## src/hdl/lmfw_ram.sv

```systemverilog
// simple dual-port ram, registered read
`default_nettype none
module lmfw_ram #(
  parameter int WIDTH = 8,
  parameter int DEPTH = 2,
  parameter int AW    = (DEPTH > 1) ? $clog2(DEPTH) : 1
) (
  input  logic             clk,
  input  logic             we,
  input  logic [AW-1:0]    waddr,
  input  logic [WIDTH-1:0] wdata,
  input  logic             re,
  input  logic [AW-1:0]    raddr,
  output logic [WIDTH-1:0] rdata
);

  logic [WIDTH-1:0] mem [DEPTH];
  logic [WIDTH-1:0] rdata_r;

  always_ff @(posedge clk) begin
    if (we) begin
      mem[waddr] <= wdata;
    end
  end

  always_ff @(posedge clk) begin
    if (re) begin
      rdata_r <= mem[raddr];
    end
  end

  assign rdata = rdata_r;

endmodule
`default_nettype wire

```

## config.mk

```make
export PLATFORM = sky130hd
export DESIGN_NAME = lmfw_ram
export DESIGN_NICKNAME = d
export VERILOG_FILES = /design/src/hdl/lmfw_ram.sv
export SDC_FILE = /design/constraint.sdc
export NUM_CORES = 1
export LEC_CHECK = 0
export BUFFER_PORTS_ARGS = -buffer_cell sky130_fd_sc_hd__buf_2
export CAP_MARGIN = 10
export CORE_MARGIN = 3
export CORE_UTILIZATION = 45
export DETAILED_ROUTE_END_ITERATION = 7
export GPL_TIMING_DRIVEN = 0
export PLACE_DENSITY = 0.73
export SLEW_MARGIN = 20
export SYNTH_ARGS = -nofsm -noshare
export SYNTH_HDL_FRONTEND = slang
export SYNTH_SLANG_ARGS = --single-unit
```

## constraint.sdc

```tcl
create_clock -name clk -period 0.92 [get_ports clk]
set_input_delay 0.092 -clock clk [delete_from_list [all_inputs] [get_ports clk]]
set_output_delay 0.092 -clock clk [all_outputs]
set_load 0.01 [all_outputs]
```

## After elaboration in Yosys (flattened, before gate mapping)

Memory sizes are Yosys's and may differ from the RTL's. A register that Yosys moved wholly into a read port is not among the register bits.
Cells that the tools add are included.

- Flip-flop bits (word level): 0
- Latch bits: 0
- RAM bits: 16
- Memory bits (read-only): 0
- Input bits: 13
- Output and inout port bits: 8
- Word-level logic and storage cells: 3
- Memories: 1

- Add/subtract/negate cells: 0
- Multipliers: 0
- Divide/modulo/power cells: 0
- Magnitude comparators: 0
- Equal/unequal tests: 0
- Shift operators: 0
- Muxes and demuxes: 2
- Bitwise gates (word level): 0
- Reductions and logical operators: 0

Memories:

| name | depth | width | read ports | clocked after memory_dff | write ports | line | text |
|---|---|---|---|---|---|---|---|
| mem | 2 | 8 | 1 | 1 | 1 | 17 | `logic [WIDTH-1:0] mem [DEPTH];` |

Operators with widths:

| operator | number |
|---|---|
| 1-bit 2-to-1 mux | 2 |

## Depth between registers and ports, before layout

Gate-level depths: netlist (run 1).

- Depth in word-level cells: 2
- Depth in mapped cells: 2
- Gate-level depth less buffers: 1

## Least setup slack after synthesis (run 1)

Ideal clock, no wire load.

- Path kind: input -> register
- Start point: in we
- End point: mem mem[0][0] (enable)
- Setup time: 373 ps
- Arrival: 512 ps
- Required time: 547 ps
- Slack: 35 ps
- Stages on the path: 1
- Path buffers: 0
- Cells stage by stage: nor2b_1

- Cells in the longest elaborated chain, start to end: 2

RTL lines:

| element | line | text |
|---|---|---|
| from (decl) | 9 | `input logic we,` |
| 1-bit 2-to-1 mux | 21 | `if (we) begin` |
| 1-bit 2-to-1 mux (not written as such) | 22 | `mem[waddr] <= wdata;` |
| to (decl) | 17 |  |

No other way between the ends.

## Final worst setup path (run 1)

- Start point: reg rdata_r[3], in the netlist rdata[3], read port of mem
- End point: out rdata[3]

RTL lines:

| element | line | text |
|---|---|---|
| from (decl) | 18 | `logic [WIDTH-1:0] rdata_r;` |
| to (decl) | 14 | `output logic [WIDTH-1:0] rdata` |

No word-level cell between the ends.

==> flow_summary_export.csv, run 1 <==
group,metric,value,unit
setup_path,crit_path_cell_trace,"buf_2",
cells_and_area,layout-area-overhead-vs-synth,29.96,%
die,die_width,49.83,um
synthesis,cell_area_after_technology_mapping,864.6,sq um
sta,tns,0,ps
route,wirelength,989,um
cts,clk-insertion-delay-late,300,ps
cts,cts-buffers-inserted,3,
sta,final_cycle_share,0.9913,
setup_path,timing.critical_path.slowest_cell_delay,370,ps
setup_path,setup.reg_to_reg.worst_slack,20,ps
setup_path,worst_path_max_delay_cell,"sky130_fd_sc_hd__edfxtp_1",
pwr,cellLeakagePower,0.4411,nW
sta,post-route-worst-setup-slack,7.974,ps
setup_path,required,830,ps
global_route,grt_pass1_vias,395,
route,via_per_inst,4.341,
cells_and_area,drive_gt1_frac,0.4848,
global_route,maximum_number_of_pins_on_one_net_before_global_route_repair,15,
route,drc,0,
placement,port-buffer-count,19,
global_route,global_route.overflow_total,0,
die,die_area,2483,sq um
global_route,number_of_antenna_violations_at_the_first_check_in_global_routing,0,
setup_path,worst-endpoint-arrival,820,ps
cells_and_area,layoutNonFillerInstCount,91,
die,core,1764,sq um
die,initial_utilization,0.4901,
route,final_antenna_violating_net_count,0,
synthesis,total_of_warnings_raised_by_yosys,0,
sta,post-route-min-period,912.0,ps
cts,buffers_from_clock_root_to_sink_at_most,2,
setup_path,crit_path_kind,"reg2out",
cts,cts_root_buffer,"sky130_fd_sc_hd__clkbuf_4",
die,row_count,15,
sta,report.final.hold_viol_count,0,
route,first_pass_drt_iterations,2,
setup_path,crit_path_end,"rdata[3]",
route,initial_drc_count,4,
die,io_pins,21,
sta,rsz0062_at_grt,"true",
setup_path,crit_path_end_kind,"output pin",
placement,placed_insts,79,
synthesis,synthesis.instances,35,
setup_path,cp_num_cells,1,
setup_path,critPathBufInv,1,
pwr,p_per_area,1970,nW/um^2
cells_and_area,fin_util,0.6369,
cts,deepest_level_of_the_cts_h_tree,1,
global_route,groute.usage.overall,0.08848,
setup_path,family_of_cells_with_the_greatest_summed_delay_on_the_critical_path,"flip-flops",
sta,clock.fmax,1096,MHz
synthesis,yosys_register_bits,24,
synthesis,synth_cell_types,5,
global_route,wire_length_of_the_first_global_routing_pass,1600,um
placement,gp_routability_congestion,0.6278,
route,count_of_vias_placed_by_the_detailed_router,395,
sta,slew_headroom,0.5591,
pwr,vdd.ir_drop.worst,0.001310,V
cts,clock_slew_at_reported_path_ffs,120,ps
cts,clkSinkCount,24,
cts,buffer_count_from_post_cts_setup_fixing,0,
sta,max_slew.worst_pin.slew,659.9,ps
flow_run,timing.max_cap.violations,0,
synthesis,synth_fp_nets,48,
cells_and_area,n_antenna_cell,0,
outcome,run_status,"finished, final reports clean",
setup_path,ff2ff_path_depth,1,
sta,final-max-slew-violation-count,0,
worst_hold_path,hold_path.class,"in2reg",
setup_path,regToRegStartpoint,"mem[0][0]",
sta,fin_skew,4.836,ps
setup_path,largest_fanout_on_the_critical_path,1,
cts,post_cts.resized_instances,0,
cells_and_area,fin_nets,80,
synthesis,ys_seq_area_frac,0.8336,
sta,report.final.setup_viol,0,
placement,placement.setup.worst_slack,-208.8,ps
setup_path,setup.worst_path.start_class,"flop",
pwr,post-layout-total-power,2.213,mW
setup_path,worst_reg2reg_path_endpoint,"rdata[0]",
synthesis,postSynthAreaPerCell,24.70,sq um
die,die_height,49.83,um
cts,tritoncts_clock_tree,"built",
setup_path,setup.worst_path.start,"rdata[3]",
route,post_drt_wl_per_cell,10.87,um
-- timing repair --
item | in CTS | in global routing
endpoints found under the setup margin | 2 | 8
hold buffers | 8 | 0
gates cloned | 0 | 0
hold endpoints to repair | 16 | 0
-- cell usage in the layout, fill, tap and decap left out --
cell	count
sky130_fd_sc_hd__nor2b_1	1
sky130_fd_sc_hd__bufinv_16	1
sky130_fd_sc_hd__clkbuf_4	3
sky130_fd_sc_hd__buf_6	1
sky130_fd_sc_hd__edfxtp_1	24
sky130_fd_sc_hd__and2_1	1
sky130_fd_sc_hd__buf_2	19
sky130_fd_sc_hd__dlygate4sd3_1	8
sky130_fd_sc_hd__mux2_4	8
-- state kept, by name, summed over array words and instances (netlist names) --
register,count
mem,16
rdata,8
-- report_power, final --
group	internal (mW)	total (mW)	leakage [nW]	switching, mW
clock	0.440	0.729	0.0279	0.289
sequential	1.29	1.31	0.228	0.0160
combinational	0.108	0.178	0.185	0.0703
total	1.84	2.21	0.441	0.375
-- cells in the mapped netlist --
library cell / instances / share of area
sky130_fd_sc_hd__and2_1: 1 / 0.0072
sky130_fd_sc_hd__buf_6: 1 / 0.013
sky130_fd_sc_hd__edfxtp_1: 24 / 0.83
sky130_fd_sc_hd__mux2_4: 8 / 0.14
sky130_fd_sc_hd__nor2b_1: 1 / 0.0072
-- how the worst min path moves through the flow --
stage	start	endpoint	cells after the start
2_1_floorplan	wdata[0]	mem[0][0]	0
3_3_place_gp	wdata[0]	mem[0][0]	1
3_5_place_dp	wdata[6]	mem[0][6]	1
4_1_cts	re	rdata[1]	1
5_1_grt	re	rdata[4]	1
6_report	re	rdata[4]	1
-- metal layers --
metal | up-vias | track usage | routed length (um)
li1 | 197 | - | -
met1 | 182 | 0.1055 | 417
met2 | 16 | 0.1366 | 484
met3 | 0 | 0.03927 | 87
met4 | 0 | 0.04147 | 0
met5 | - | 0 | 0
-- cell families after synthesis --
| family | count (synthesis) | share of synthesized area |
|---|---|---|
| DFF | 24 | 0.8336 |
| muxes | 8 | 0.1389 |
| and+or+nand+nor | 2 | 0.01448 |
| buffers and inverters | 1 | 0.01302 |
-- through the flow --
step	instance area [sq um]	hold slack, ps
after floorplan	864.6	190.9
after global placement	991.0	280.3
after detailed placement	991.0	282.7
after CTS	1124	111.7
after global routing	1124	115.3
final	1124	106.8
-- cell type report --
cell class	count	area, sq um
Sequential cell	24	720.7
Fill cell	139	640.6
Timing Repair Buffer	27	175.2
Multi-Input combinational cell	10	132.6
Tap cell	25	31.28
Clock inverter	1	30.03
Clock buffer	3	22.52
Buffer	1	11.26
No activity file was read; power rests on OpenSTA's default activity.
==> run 2: changes to the inputs <==
--- a/config.mk
+++ b/config.mk
@@ -12,6 +12,7 @@
 export DETAILED_ROUTE_END_ITERATION = 7
 export GPL_TIMING_DRIVEN = 0
 export PLACE_DENSITY = 0.73
+export RECOVER_POWER = 25
 export SLEW_MARGIN = 20
 export SYNTH_ARGS = -nofsm -noshare
 export SYNTH_HDL_FRONTEND = slang
==> run 2 against run 1 <==
Against the previous run:
- worst setup slack unchanged
- clock skew shrank 1.2 ps
- sequential power about the same
- critical path type unchanged
- largest power group unchanged
==> flow_summary_export.csv, run 2 (same netlist as run 1, synthesis figures left out) <==
group,metric,value,unit
global_route,maximum_number_of_pins_on_one_net_before_global_route_repair,15,
setup_path,timing.critical_path.slowest_cell_delay,370,ps
cts,post_cts.resized_instances,0,
sta,report.final.hold_viol_count,0,
cells_and_area,final_design_area_no_fill,1122,sq um
route,drc,0,
cts,cts_root_buffer,"sky130_fd_sc_hd__clkbuf_4",
placement,placed_insts,79,
sta,final_cycle_share,0.9913,
cells_and_area,fin_util,0.6362,
die,die_width,49.83,um
setup_path,setup.worst_path.start,"rdata[3]",
outcome,run_status,"finished, final reports clean",
setup_path,crit_path_end_kind,"output pin",
cts,clock_slew_at_reported_path_ffs,120,ps
cts,deepest_level_of_the_cts_h_tree,1,
cts,cts-buffers-inserted,3,
cts,tritoncts_clock_tree,"built",
sta,tns,0,ps
cts,clk-insertion-delay-late,300,ps
pwr,p_sw,0.3773,mW
route,initial_drc_count,5,
setup_path,crit_path_cell_trace,"buf_2",
pwr,sequentialPowerShare,0.590,
cells_and_area,top_register,"mem",
die,initial_utilization,0.4901,
sta,fin_skew,3.589,ps
sta,rsz0062_at_grt,"true",
global_route,groute.usage.overall,0.08848,
setup_path,required,830,ps
setup_path,crit_path_kind,"reg2out",
pwr,vdd.ir_drop.worst,0.001310,V
setup_path,worst-endpoint-arrival,820,ps
sta,whs,173.9,ps
flow_run,timing.max_cap.violations,0,
setup_path,worst_path_max_delay_cell,"sky130_fd_sc_hd__edfxtp_1",
setup_path,setup.worst_path.start_class,"flop",
route,via_per_inst,4.341,
die,io_pins,21,
global_route,wire_length_of_the_first_global_routing_pass,1600,um
sta,final-max-slew-violation-count,0,
die,core,1764,sq um
setup_path,critPathBufInv,1,
setup_path,regToRegStartpoint,"mem[0][0]",
cells_and_area,layout-area-overhead-vs-synth,29.81,%
pwr,cellLeakagePower,0.4376,nW
cells_and_area,drive_gt1_frac,0.4697,
cells_and_area,most-common-layout-cells,"sky130_fd_sc_hd__edfxtp_1, sky130_fd_sc_hd__buf_2, sky130_fd_sc_hd__mux2_4, sky130_fd_sc_hd__dlygate4sd3_1, sky130_fd_sc_hd__clkbuf_4",
sta,post-route-min-period,912.0,ps
setup_path,largest_fanout_on_the_critical_path,1,
worst_hold_path,worstHoldPathCells,2,
route,post_drt_wl_per_cell,10.87,um
cells_and_area,most_common_library_cell_in_the_layout_ignoring_fill_and_taps,"sky130_fd_sc_hd__edfxtp_1",
sta,slew_headroom,0.5583,
cells_and_area,largest_register_ffs,16,
pwr,design_internal_power,1.837,mW
global_route,number_of_antenna_violations_at_the_first_check_in_global_routing,0,
route,final_antenna_violating_net_count,0,
sta,report.final.setup_viol,0,
pwr,swShare,0.1704,
placement,gp_routability_congestion,0.6278,
die,row_count,15,
route,count_of_vias_placed_by_the_detailed_router,395,
cts,buffer_count_from_post_cts_setup_fixing,0,
cells_and_area,fin_nets,80,
setup_path,worst_reg2reg_path_endpoint,"rdata[0]",
sta,max_slew.worst_pin.slew,661.1,ps
placement,place_area,991.0,sq um
global_route,grt_pass1_vias,395,
worst_hold_path,hold_path.class,"in2reg",
die,die_area,2483,sq um
cts,buffers_from_clock_root_to_sink_at_most,2,
cells_and_area,n_antenna_cell,0,
sta,clock.fmax,1096,MHz
setup_path,crit_path_end,"rdata[3]",
die,die_height,49.83,um
setup_path,setup.reg_to_reg.worst_slack,20,ps
pwr,power_frac_clock,0.330,
cells_and_area,layoutNonFillerInstCount,91,
global_route,global_route.overflow_total,0,
pwr,p_per_area,1973,nW/um^2
setup_path,ff2ff_path_depth,1,
cts,clkSinkCount,24,
setup_path,family_of_cells_with_the_greatest_summed_delay_on_the_critical_path,"flip-flops",
placement,port-buffer-count,19,
setup_path,cp_num_cells,1,
route,wirelength,989,um
pwr,p_comb_frac,0.080,
route,first_pass_drt_iterations,2,
==> run 2: changes by cell type in the layout (fill, tap and decap cells not counted) <==
cell,previous run,this run
sky130_fd_sc_hd__and2_1,1,0
sky130_fd_sc_hd__buf_2,19,18
sky130_fd_sc_hd__and2_0,0,1
sky130_fd_sc_hd__clkbuf_1,0,1
==> run 2: what timing repair did <==
item                                   CTS  global route
hold buffers                             8             0
endpoints found under the hold margin   16             0
setup endpoints to repair                2             8
==> run 2: worst min path at each step <==
stage                        start        end  slack (ps)
after floorplan           wdata[0]  mem[0][0]         190
after global placement    wdata[0]  mem[0][0]         280
after detailed placement  wdata[6]  mem[0][6]         280
after CTS                       re   rdata[1]         110
after global routing         raddr   rdata[5]         160
final                        raddr   rdata[5]         170
==> run 2: final cells by class <==
cell class	count	area (sq um)
Buffer	1	11.26
Clock buffer	3	22.52
Clock inverter	1	30.03
Fill cell	140	641.9
Multi-Input combinational cell	10	132.6
Sequential cell	24	720.7
Tap cell	25	31.28
Timing Repair Buffer	27	173.9
==> run 2: metal layers <==
metal	track usage	vias up	routed length [um]
li1	-	197	-
met1	0.1055	182	417
met2	0.1366	16	486
met3	0.03927	0	86
met4	0.04147	0	0
met5	0	-	0
==> run 2: stage by stage <==
step / worst slack, ps / power, mW
floorplan: 34.56 / 1.420
global placement: -212.9 / 1.482
detailed placement: -208.8 / 1.487
CTS: -3.934 / 2.229
global route: -52.29 / 2.291
finish: 7.974 / 2.214
==> run 2: power groups by stage <==
stage	Clock [mW]	Sequential (mW)	Combinational, mW
2_1_floorplan	0	1.35	0.0748
3_3_place_gp	0	1.33	0.153
3_5_place_dp	0	1.33	0.155
4_1_cts	0.742	1.31	0.181
5_1_grt	0.785	1.31	0.192
6_report	0.731	1.31	0.177
