## src/hdl/lmfw_pkg.sv

```systemverilog
// shared types, constants and helpers of the lock manager
`default_nettype none
package lmfw_pkg;

  localparam int NUM_CLIENTS = 4;
  localparam int NUM_LOCKS   = 2;
  localparam int NUM_BUCKETS = 60;

  localparam int HEAD_W = (NUM_CLIENTS > 2) ? $clog2(NUM_CLIENTS) : 1;
  localparam int CNT_W  = $clog2(NUM_CLIENTS + 1);
  localparam int SLOT_W = CNT_W + 1;
  localparam int OWN_W  = $clog2(NUM_CLIENTS + 1);
  localparam int LID_W  = $clog2(NUM_LOCKS + 1);
  localparam int LA_W   = (NUM_LOCKS > 1) ? $clog2(NUM_LOCKS) : 1;
  localparam int BA_W   = $clog2(NUM_BUCKETS);
  localparam int WIN_W  = 32 + $clog2(NUM_BUCKETS);

  localparam int DIV_N  = 48;
  localparam int DIV_D  = 32;
  localparam int DIV_CW = $clog2(DIV_N);

  // bucket index reduction: 12-bit digits of the epoch, residue by reciprocal
  localparam int MX_W   = BA_W + 12;
  localparam int MOD_K  = 26;
  localparam int PROD_W = MX_W + MOD_K;
  localparam logic [MOD_K-1:0] MOD_RECIP =
    MOD_K'(((64'd1 << MOD_K) + 64'(NUM_BUCKETS) - 64'd1) / 64'(NUM_BUCKETS));

  localparam int CFG_AW = 3;
  localparam logic [31:0]      BT_RESET  = 32'd1000;
  localparam logic [WIN_W-1:0] WIN_RESET = WIN_W'(1000 * NUM_BUCKETS);

  typedef enum logic [0:0] {
    REG_BUCKET_TICKS = 1'b0
  } lmfw_reg_t;

  typedef enum logic [1:0] {
    CMD_ACQUIRE = 2'd0,
    CMD_RELEASE = 2'd1,
    CMD_QUERY   = 2'd2,
    CMD_RSVD    = 2'd3
  } lmfw_cmd_t;

  typedef enum logic [2:0] {
    ST_GRANTED       = 3'd0,
    ST_QUEUED        = 3'd1,
    ST_REFUSED       = 3'd2,
    ST_RELEASED      = 3'd3,
    ST_REL_REFUSED   = 3'd4,
    ST_QUERY_OK      = 3'd5,
    ST_QUERY_INVALID = 3'd6
  } lmfw_status_t;

  typedef struct packed {
    logic [1:0]  command;
    logic [1:0]  client;
    logic [1:0]  lock_id;
    logic [47:0] now;
  } lmfw_in_t;

  typedef struct packed {
    logic [2:0]  status;
    logic        handoff_valid;
    logic [1:0]  handoff_client;
    logic [2:0]  owner_code;
    logic [47:0] held_ticks;
    logic [2:0]  waiter_count;
    logic [31:0] grant_count;
    logic [47:0] total_held;
    logic [47:0] longest_hold;
    logic [47:0] window_usage;
  } lmfw_out_t;

  // per-lock record held in the lock memory
  typedef struct packed {
    logic [OWN_W-1:0]                  owner;
    logic [HEAD_W-1:0]                 head;
    logic [CNT_W-1:0]                  count;
    logic [47:0]                       grant_time;
    logic [47:0]                       hold_sum;
    logic [31:0]                       grants;
    logic [47:0]                       hold_max;
    logic [NUM_CLIENTS-1:0][1:0]       ring;
  } lmfw_lock_t;

  // one bucket row: epoch tag plus the usage of every lock
  typedef struct packed {
    logic [47:0]                 tag;
    logic [NUM_LOCKS-1:0][31:0]  usage;
  } lmfw_bkt_t;

  localparam int LOCK_W = $bits(lmfw_lock_t);
  localparam int BKT_W  = $bits(lmfw_bkt_t);

  typedef struct packed {
    logic             start;
    logic [DIV_N-1:0] dividend;
    logic [DIV_D-1:0] divisor;
  } lmfw_div_req_t;

  typedef struct packed {
    logic             done;
    logic [DIV_N-1:0] quotient;
    logic [DIV_D-1:0] remainder;
  } lmfw_div_rsp_t;

  function automatic logic [47:0] sat48(input logic [48:0] v);
    sat48 = v[48] ? '1 : v[47:0];
  endfunction

  function automatic logic [31:0] sat_inc32(input logic [31:0] v);
    sat_inc32 = (v == '1) ? v : v + 32'd1;
  endfunction

endpackage
`default_nettype wire

```

## src/hdl/lmfw_div.sv

```systemverilog
// restoring divider, one quotient bit per cycle
`default_nettype none
module lmfw_div import lmfw_pkg::*; (
  input  logic          clk,
  input  logic          rst_n,
  input  lmfw_div_req_t req,
  output lmfw_div_rsp_t rsp
);

  logic              busy_r, busy_nxt;
  logic              done_r, done_nxt;
  logic [DIV_CW-1:0] cnt_r, cnt_nxt;
  logic [DIV_N-1:0]  quo_r, quo_nxt;
  logic [DIV_D-1:0]  rem_r, rem_nxt;
  logic [DIV_D-1:0]  dvs_r, dvs_nxt;
  logic [DIV_D:0]    trial;
  logic [DIV_D:0]    diff;
  logic              ge;

  assign trial = {rem_r, quo_r[DIV_N-1]};
  assign diff  = trial - {1'b0, dvs_r};
  assign ge    = trial >= {1'b0, dvs_r};

  always_comb begin
    busy_nxt = busy_r;
    done_nxt = 1'b0;
    cnt_nxt  = cnt_r;
    quo_nxt  = quo_r;
    rem_nxt  = rem_r;
    dvs_nxt  = dvs_r;
    if (req.start) begin
      busy_nxt = 1'b1;
      cnt_nxt  = '0;
      quo_nxt  = req.dividend;
      rem_nxt  = '0;
      dvs_nxt  = req.divisor;
    end else if (busy_r) begin
      rem_nxt = ge ? diff[DIV_D-1:0] : trial[DIV_D-1:0];
      quo_nxt = {quo_r[DIV_N-2:0], ge};
      cnt_nxt = cnt_r + DIV_CW'(1);
      if (cnt_r == DIV_CW'(DIV_N - 1)) begin
        busy_nxt = 1'b0;
        done_nxt = 1'b1;
      end
    end
  end

  always_ff @(posedge clk) begin
    if (!rst_n) begin
      busy_r <= 1'b0;
      done_r <= 1'b0;
    end else begin
      busy_r <= busy_nxt;
      done_r <= done_nxt;
    end
    cnt_r <= cnt_nxt;
    quo_r <= quo_nxt;
    rem_r <= rem_nxt;
    dvs_r <= dvs_nxt;
  end

  assign rsp.done      = done_r;
  assign rsp.quotient  = quo_r;
  assign rsp.remainder = rem_r;

endmodule
`default_nettype wire

```

## config.mk

```make
export PLATFORM = sky130hd
export DESIGN_NAME = lmfw_div
export DESIGN_NICKNAME = d
export VERILOG_FILES = /design/src/hdl/lmfw_pkg.sv /design/src/hdl/lmfw_div.sv
export SDC_FILE = /design/constraint.sdc
export NUM_CORES = 1
export LEC_CHECK = 0
export ABC_AREA = 1
export BUFFER_PORTS_ARGS = -buffer_cell sky130_fd_sc_hd__buf_2
export CAP_MARGIN = 20
export CORE_MARGIN = 2
export CORE_UTILIZATION = 51
export DETAILED_ROUTE_END_ITERATION = 8
export PLACE_DENSITY = 0.79
export SLEW_MARGIN = 10
export SYNTH_ARGS = -nofsm -noshare
export SYNTH_HDL_FRONTEND = slang
export SYNTH_SLANG_ARGS = --single-unit
```

## constraint.sdc

```tcl
create_clock -name clk -period 6.21 [get_ports clk]
set_input_delay 0.3105 -clock clk [delete_from_list [all_inputs] [get_ports clk]]
set_output_delay 0.3105 -clock clk [all_outputs]
set_load 0.02 [all_outputs]
```

# Yosys cells after proc, flatten, opt, wreduce, memory -nomap -nowiden
# Index checks and enable logic that the tools add are counted.
# op_classes
n_addsub	2
magnitude_cmp	1
n_eq_ne	1
n_mux	7
n_bitwise	2
n_reduce_logical	2
# op_table
cell	n
2-to-1 mux 48 bit	2
>= comparator 33 x 32 -> 1 bit	1
2-to-1 mux 32 bit	1
subtractor 32 bit	1
adder 6 x 1 -> 6 bit, second input constant	1
== test 6 bit, second input constant	1
2-to-1 mux 1 bit	4
OR reduction 3 bit	1
inverter 1 bit	2
nonzero test 2 bit	1
# word_totals
ff_bits	120
inputBits	83
out_inout_bits	81

# Depth between registers and ports, before layout
# Gate-level depths: netlist of run 1.
# depth
ltp_word	4
mapped_depth	16
depth_no_buf	16

# Worst setup path after synthesis of run 1
# Ideal clock, no wire load.
# synth_timing
path_kind	input to register
start	in req[80] (netlist name)
end	reg quo_r[0] (enable)
t_arrival_ns	2.244
slack_ns	3.533
cell_stages	4
n_path_buf	2
path_cell_list	clkbuf_1 nor2_1 inv_1 clkbuf_1
# synth_between
elab_chain_cells	1
# synth_lines
element	line_no	rtl
start: declaration	lmfw_div.sv:6	input lmfw_div_req_t req,
nonzero test 2 bit (no line)	-	
end signal: assignment	lmfw_div.sv:57	quo_r <= quo_nxt;
end: declaration	lmfw_div.sv:13	logic [DIV_N-1:0] quo_r, quo_nxt;
# Every way passes these cells.
# A chain may end at the register's enable or synchronous reset.

# Final worst setup path of run 1
# layout_timing
start	reg dvs_r[14]
end	reg rem_r[4]
# layout_between
elab_chain_cells	2
# layout_lines
element	line_no	rtl
start: declaration	lmfw_div.sv:15	logic [DIV_D-1:0] dvs_r, dvs_nxt;
start signal: assignment	lmfw_div.sv:59	dvs_r <= dvs_nxt;
>= comparator 33 x 32 -> 1 bit	lmfw_div.sv:22	assign ge = trial >= {1'b0, dvs_r};
2-to-1 mux 32 bit	lmfw_div.sv:38	rem_nxt = ge ? diff[DIV_D-1:0] : trial[DIV_D-1:0];
end signal: assignment	lmfw_div.sv:58	rem_r <= rem_nxt;
end: declaration	lmfw_div.sv:14	logic [DIV_D-1:0] rem_r, rem_nxt;
# Every way passes these cells.

==> metrics, run 1 <==
outcome=completed; PwrDens=248.7 nW/um^2; fin crit period=2685 ps; Worst Hold Depth=1; Peak VDD IR=212.4 uV; Post-CTS Resized=0; final setup fails=0; r2r worst-path depth=14; num ports=164; Initial Utilization=51.73%; vias per inst=4.957; CTS tree=yes; Clock Skew=7.606 ps; H-tree depth=4; measured slew at the worst slew-check pin=629.3 ps; Horiz. Die Dim=125.0 um; CP max FO=34; ANT nets after route=0; Post-Syn Area=7462 sq um; post-route DRC violation count=0; RSZ-0062 raised after global routing=false; worst hold-check path type=in -> reg; initial antenna violation count=0; DP HPWL=14840 um; Final Cycle Share=43.24%; post-synth net total=1165; Clk pin slew, worst setup/hold paths=60 ps; clk_lat worst skew=420 ps; RR Startpoint=dvs_r[14]; Post-Syn Area per Cell=7.120 sq um; #FFs+latches synth=120; Worst path top cell family by delay=simple AND/OR/NAND/NOR gates; Setup CP Type=reg -> reg; core area=14420 sq um; WP data required=6500 ps; WP data arrival=2970 ps; nets=1326; layout cell share with drive strength beyond 1=17.92%; global-route wire length before repair=32780 um; Post-CTS Setup Bufs=0; GRT overflow=0; grt met2 use=44.41%; Netlist cell types=38; fmax=0.3724 GHz; most frequent cells in the layout=nand2_1 (448), inv_1 (175), buf_2 (162); Multi-input gate area=3445 sq um; HP Start=req[6]; leakage=0.004943 uW; PortBufs=163; Max Cap Viol=0; CP bufs+invs=2; DR pass1 iterations=5; TNS Setup=0 ps; Sink Count=120; Final Hold Viols=0; r2r endpoint=rem_r[4]; Wirelength per Cell=14.21 um; GR peak layer=met2; largest net degree at the start of global routing=54; Sequential cell area=3203 sq um; Critical Path Max Stage Delay=370 ps; WHS Endpoint=dvs_r[6]; die area=15620 sq um; CP Launch Type=flip-flop; number of global-route vias before repair=6810; reg2reg setup slack=3530 ps; CP Cell Sequence=inv_1, ha_1, nand2_1, nor2_1, nand2_1, nor2_2, nand2_1, nand3_2, nor2_4, buf_4, nand2_4, nand2_1, nand3_1, o21ai_1; Levels on crit path=14; Crit. End Element=flip-flop; most frequent CP cell=nand2_1; PnR Total Power=2245 uW; Layout area overhead=20.96%; die span in y=125.0 um; most common cell after layout, fill and taps aside=nand2_1; synth warn=0; hold_buf cts=0; # diodes=0; met1 usage=31.84%; Slew Limit Fails=0; sequential element share of the synthesized area=42.92%; Starting DRT DRC Count=473; Detailed Route WL=19980 um; Crit-path slowest cell=nand2_4; FILL cells=1340; worst rel slew slack=57.98%; M3 GR Usage=7.274%; placed insts=1373; Tot GR Track Use=26.22%; CTS Buf Count=17; vias=6969; FP Rows=44; RD Place Congestion=0.9724; Non-Filler Instances=1406; CTS root buffer=clkbuf_16; Critical path origin=dvs_r[14]; Post-Syn Instances=1048; clk buf depth=2
==> logic make-up (layout without fill, tap and decap cells) <==
family / Yosys count / in the layout / synth area share (%)
xor gates and xnor gates: 14 / 14 / 1.643
and+or+nand+nor: 628 / 628 / 35.31
adders and majority gates: 34 / 34 / 5.802
AOI/OAI and AO/OA: 47 / 47 / 3.404
DFF: 120 / 120 / 42.92
buffers and inverters: 205 / 379 / 10.92
==> registers in the layout, summed over array words and instances, names as in the netlist <==
signal and count:
quo_r 48, done_r 1, rem_r 32, busy_r 1, dvs_r 32, cnt_r 6
==> metal layers <==
layer	up-vias	share of wire, %
met3	47	7.7
li1	3588	-
met2	263	47
met5	-	0
met4	0	2.9
met1	3071	42
==> worst register-to-register path, stage by stage (launching register included) <==
cell and delay, ps:
edfxtp_1 350, inv_1 50, ha_1 350, nand2_1 90
nor2_1 290, nand2_1 160, nor2_2 130, nand2_1 80
nand3_2 90, nor2_4 30, buf_4 260, nand2_4 400
nand2_1 110, nand3_1 80, o21ai_1 80
==> how the worst max path moves through the flow <==
stage	endpoint	slack (ps)
2_1_floorplan	quo_r[0]	3530
5_1_grt	rem_r[3]	3340
3_3_place_gp	rem_r[18]	3600
4_1_cts	rem_r[17]	3570
3_5_place_dp	rem_r[17]	3590
6_report	rem_r[4]	3530
==> area by class of cell <==
cell class	instances	area share, %
well taps	184	2.551
flip-flops and latches	120	35.49
clock buffers	19	4.907
clock inverters	13	1.844
repair buffers	169	9.648
multi-input cells	723	38.16
inverters	178	7.402
==> report_power, final <==
group          internal (uW)  switching (uW)
registers                916            27.2
logic                   94.0             182
clock network            645             381
==> synthesized netlist by cell type, drive strengths merged <==
cell type	count	area share (%)
clkbuf	13	0.65
nor4	1	0.084
edfxtp	80	32
and2	4	0.34
xnor2	13	1.5
nand3	78	5.5
fa	1	0.27
a21boi	1	0.10
nor2	56	3.1
a31oi	1	0.084
clkinv	1	0.050
nand4	4	0.34
a22o	1	0.12
nor3	8	0.54
o211ai	1	0.10
xor2	1	0.12
nand3b	20	2.0
buf	14	1.3
o21ai	22	1.5
ha	33	5.5
dfxtp	40	11
inv	177	8.9
and3	2	0.17
nand2	455	23
a21o	1	0.10
o21bai	1	0.10
a21oi	19	1.3
==> per-stage QoR <==
step	setup WS (ps)	utilization, %	hold slack (ps)	cell area [sq um]
4_1_cts	3570	62.47	49.52	9011
3_3_place_gp	3602	58.25	468.4	8402
3_5_place_dp	3588	58.25	479.4	8402
6_report	3525	62.58	58.55	9026
2_1_floorplan	3533	-	409.4	7462
5_1_grt	3339	62.58	41.36	9026
No activity file was read; power rests on OpenSTA's default activity.
==> run 2: changes to the inputs <==
- clock period: 6.21 -> 2.62 ns (I/O delays scaled with it)
==> run 2 against run 1 <==
Net effect:
- first-iteration DRC count is 4.2% lower
- sequential power is 140% higher
- largest power group unchanged
- register-to-register slack got worse by 3300 ps
- critical endpoint is now rem_r[18]
- worst hold slack lost 17 ps
==> metrics, run 2 (same netlist as run 1, synthesis figures left out) <==
fin crit period=2422 ps (was 2685 ps); CP max FO=32 (was 34); Horiz. Die Dim=125.0 um (unchanged); clk_lat worst skew=430 ps (was 420 ps); Peak VDD IR=454.4 uV (was 212.4 uV); largest net degree at the start of global routing=61 (was 54); PortBufs=163 (unchanged); Tot GR Track Use=29.44% (was 26.22%); outcome=completed (unchanged); CP Launch Type=flip-flop (unchanged); Clock Skew=10.56 ps (was 7.606 ps); Max Cap Viol=0 (unchanged); fmax=0.4128 GHz (was 0.3724 GHz); PnR Total Power=5354 uW (was 2245 uW); r2r endpoint=rem_r[18] (was rem_r[4]); clk buf depth=2 (unchanged); DR pass1 iterations=5 (unchanged); initial antenna violation count=0 (unchanged); WP data required=2930 ps (was 6500 ps); RSZ-0062 raised after global routing=false (unchanged); vias=7474 (was 6969); RD Place Congestion=0.9711 (was 0.9724); HP Start=req[60] (was req[6]); Detailed Route WL=22440 um (was 19980 um); core area=14420 sq um (unchanged); measured slew at the worst slew-check pin=532.5 ps (was 629.3 ps); CTS Buf Count=17 (unchanged); WP data arrival=2730 ps (was 2970 ps); leakage=0.005271 uW (was 0.004943 uW); num ports=164 (unchanged); # diodes=0 (unchanged); layout cell share with drive strength beyond 1=17.22% (was 17.92%); Initial Utilization=51.73% (unchanged); Top Registers=quo_r: 48 flops, dvs_r: 32 flops, rem_r: 32 flops (unchanged); Post-CTS Resized=0 (unchanged); reg2reg setup slack=200 ps (was 3530 ps); global-route wire length before repair=36770 um (was 32780 um); Layout area overhead=31.29% (was 20.96%); Post-CTS Setup Bufs=0 (unchanged); nets=1405 (was 1326); grt met2 use=50.74% (was 44.41%); Worst Hold Depth=3 (was 1); Reg with most FFs=quo_r (unchanged); final setup fails=0 (unchanged); r2r worst-path depth=12 (was 14); M3 GR Usage=7.445% (was 7.274%); WHS Endpoint=quo_r[28] (was dvs_r[6]); H-tree depth=4 (unchanged); PwrDens=546.5 nW/um^2 (was 248.7 nW/um^2); most frequent cells in the layout=nand2_1 (448), inv_1 (175), buf_2 (162) (unchanged); Sink Count=120 (unchanged); GRT overflow=0 (unchanged); DP HPWL=15130 um (was 14840 um); worst hold-check path type=in -> reg (unchanged); most common cell after layout, fill and taps aside=nand2_1 (unchanged); FP Rows=44 (unchanged); CTS tree=yes (unchanged); RR Startpoint=rem_r[25] (was dvs_r[14]); hold_buf cts=76 (was 0); TNS Setup=0 ps (unchanged); post-route DRC violation count=0 (unchanged); met1 usage=35.20% (was 31.84%); Final Hold Viols=0 (unchanged); ANT nets after route=0 (unchanged); CTS root buffer=clkbuf_16 (unchanged); vias per inst=5.033 (was 4.957); Wirelength per Cell=15.11 um (was 14.21 um); Final Cycle Share=92.46% (was 43.24%); GR peak layer=met2 (unchanged); Clk pin slew, worst setup/hold paths=60 ps (about the same); Slew Limit Fails=0 (unchanged); worst rel slew slack=64.50% (was 57.98%); Crit. End Element=flip-flop (unchanged); number of global-route vias before repair=7466 (was 6810); die area=15620 sq um (unchanged); max FFs per register=48 (unchanged); Setup CP Type=reg -> reg (unchanged); Starting DRT DRC Count=453 (was 473); die span in y=125.0 um (unchanged)
run 2: cell type report:
class | instances | area (sq um)
Fill cell | 1188 | 4627
Multi-Input combinational cell | 723 | 3445
Sequential cell | 120 | 3203
Timing Repair Buffer | 248 | 1672
Inverter | 178 | 668.1
Clock buffer | 17 | 425.4
Tap cell | 184 | 230.2
Clock inverter | 15 | 153.9
run 2: worst max-delay path by stage:
stage / startpoint / end / slack [ps] / cells past startpoint
2_1_floorplan: busy_r / quo_r[0] / 80 / 3
3_3_place_gp: rem_r[24] / rem_r[17] / 270 / 12
3_5_place_dp: dvs_r[26] / rem_r[18] / 240 / 13
4_1_cts: dvs_r[26] / rem_r[18] / 220 / 13
5_1_grt: rem_r[25] / rem_r[2] / 3 / 12
6_report: rem_r[25] / rem_r[18] / 200 / 12
run 2: power by group:
group	switching, uW	internal (uW)	total, uW
registers	69.4	2170	2240
clock network	1000	1340	2340
logic	470	302	772
total	1540	3810	5350
run 2: per-layer routing:
layer  up-vias  share of wire [%]
met2       333                 49
met3        66                7.8
met4         0                3.1
met1      3335                 40
met5         -                  0
li1       3740                  -
run 2: worst max-delay path, cell delays in order (launching register included):
cell and delay (ps):
dfxtp_1 350, ha_1 400, nand2_1 150, nor2_1 330, nand3_1 140, nor2_1 120, nand2_1 70, nand3_2 90
nor2_4 70, nand2_4 310, nand2_1 110, nand3_1 80, o21ai_0 80
run 2: stage by stage:
stage | area [sq um] | setup WS [ps] | instances | hold WS [ps] | utilization [%]
after detailed placement | 8457 | 235.7 | 1377 | 309.6 | 58.63
final | 9797 | 197.7 | 1485 | 41.06 | 67.92
after CTS | 9797 | 215.4 | 1485 | 14.18 | 67.92
after floorplan | 7462 | 78.56 | 1048 | 229.9 | -
after global routing | 9797 | 3.435 | 1485 | 8.255 | 67.92
after global placement | 8457 | 272.2 | 1377 | 307.3 | 58.63
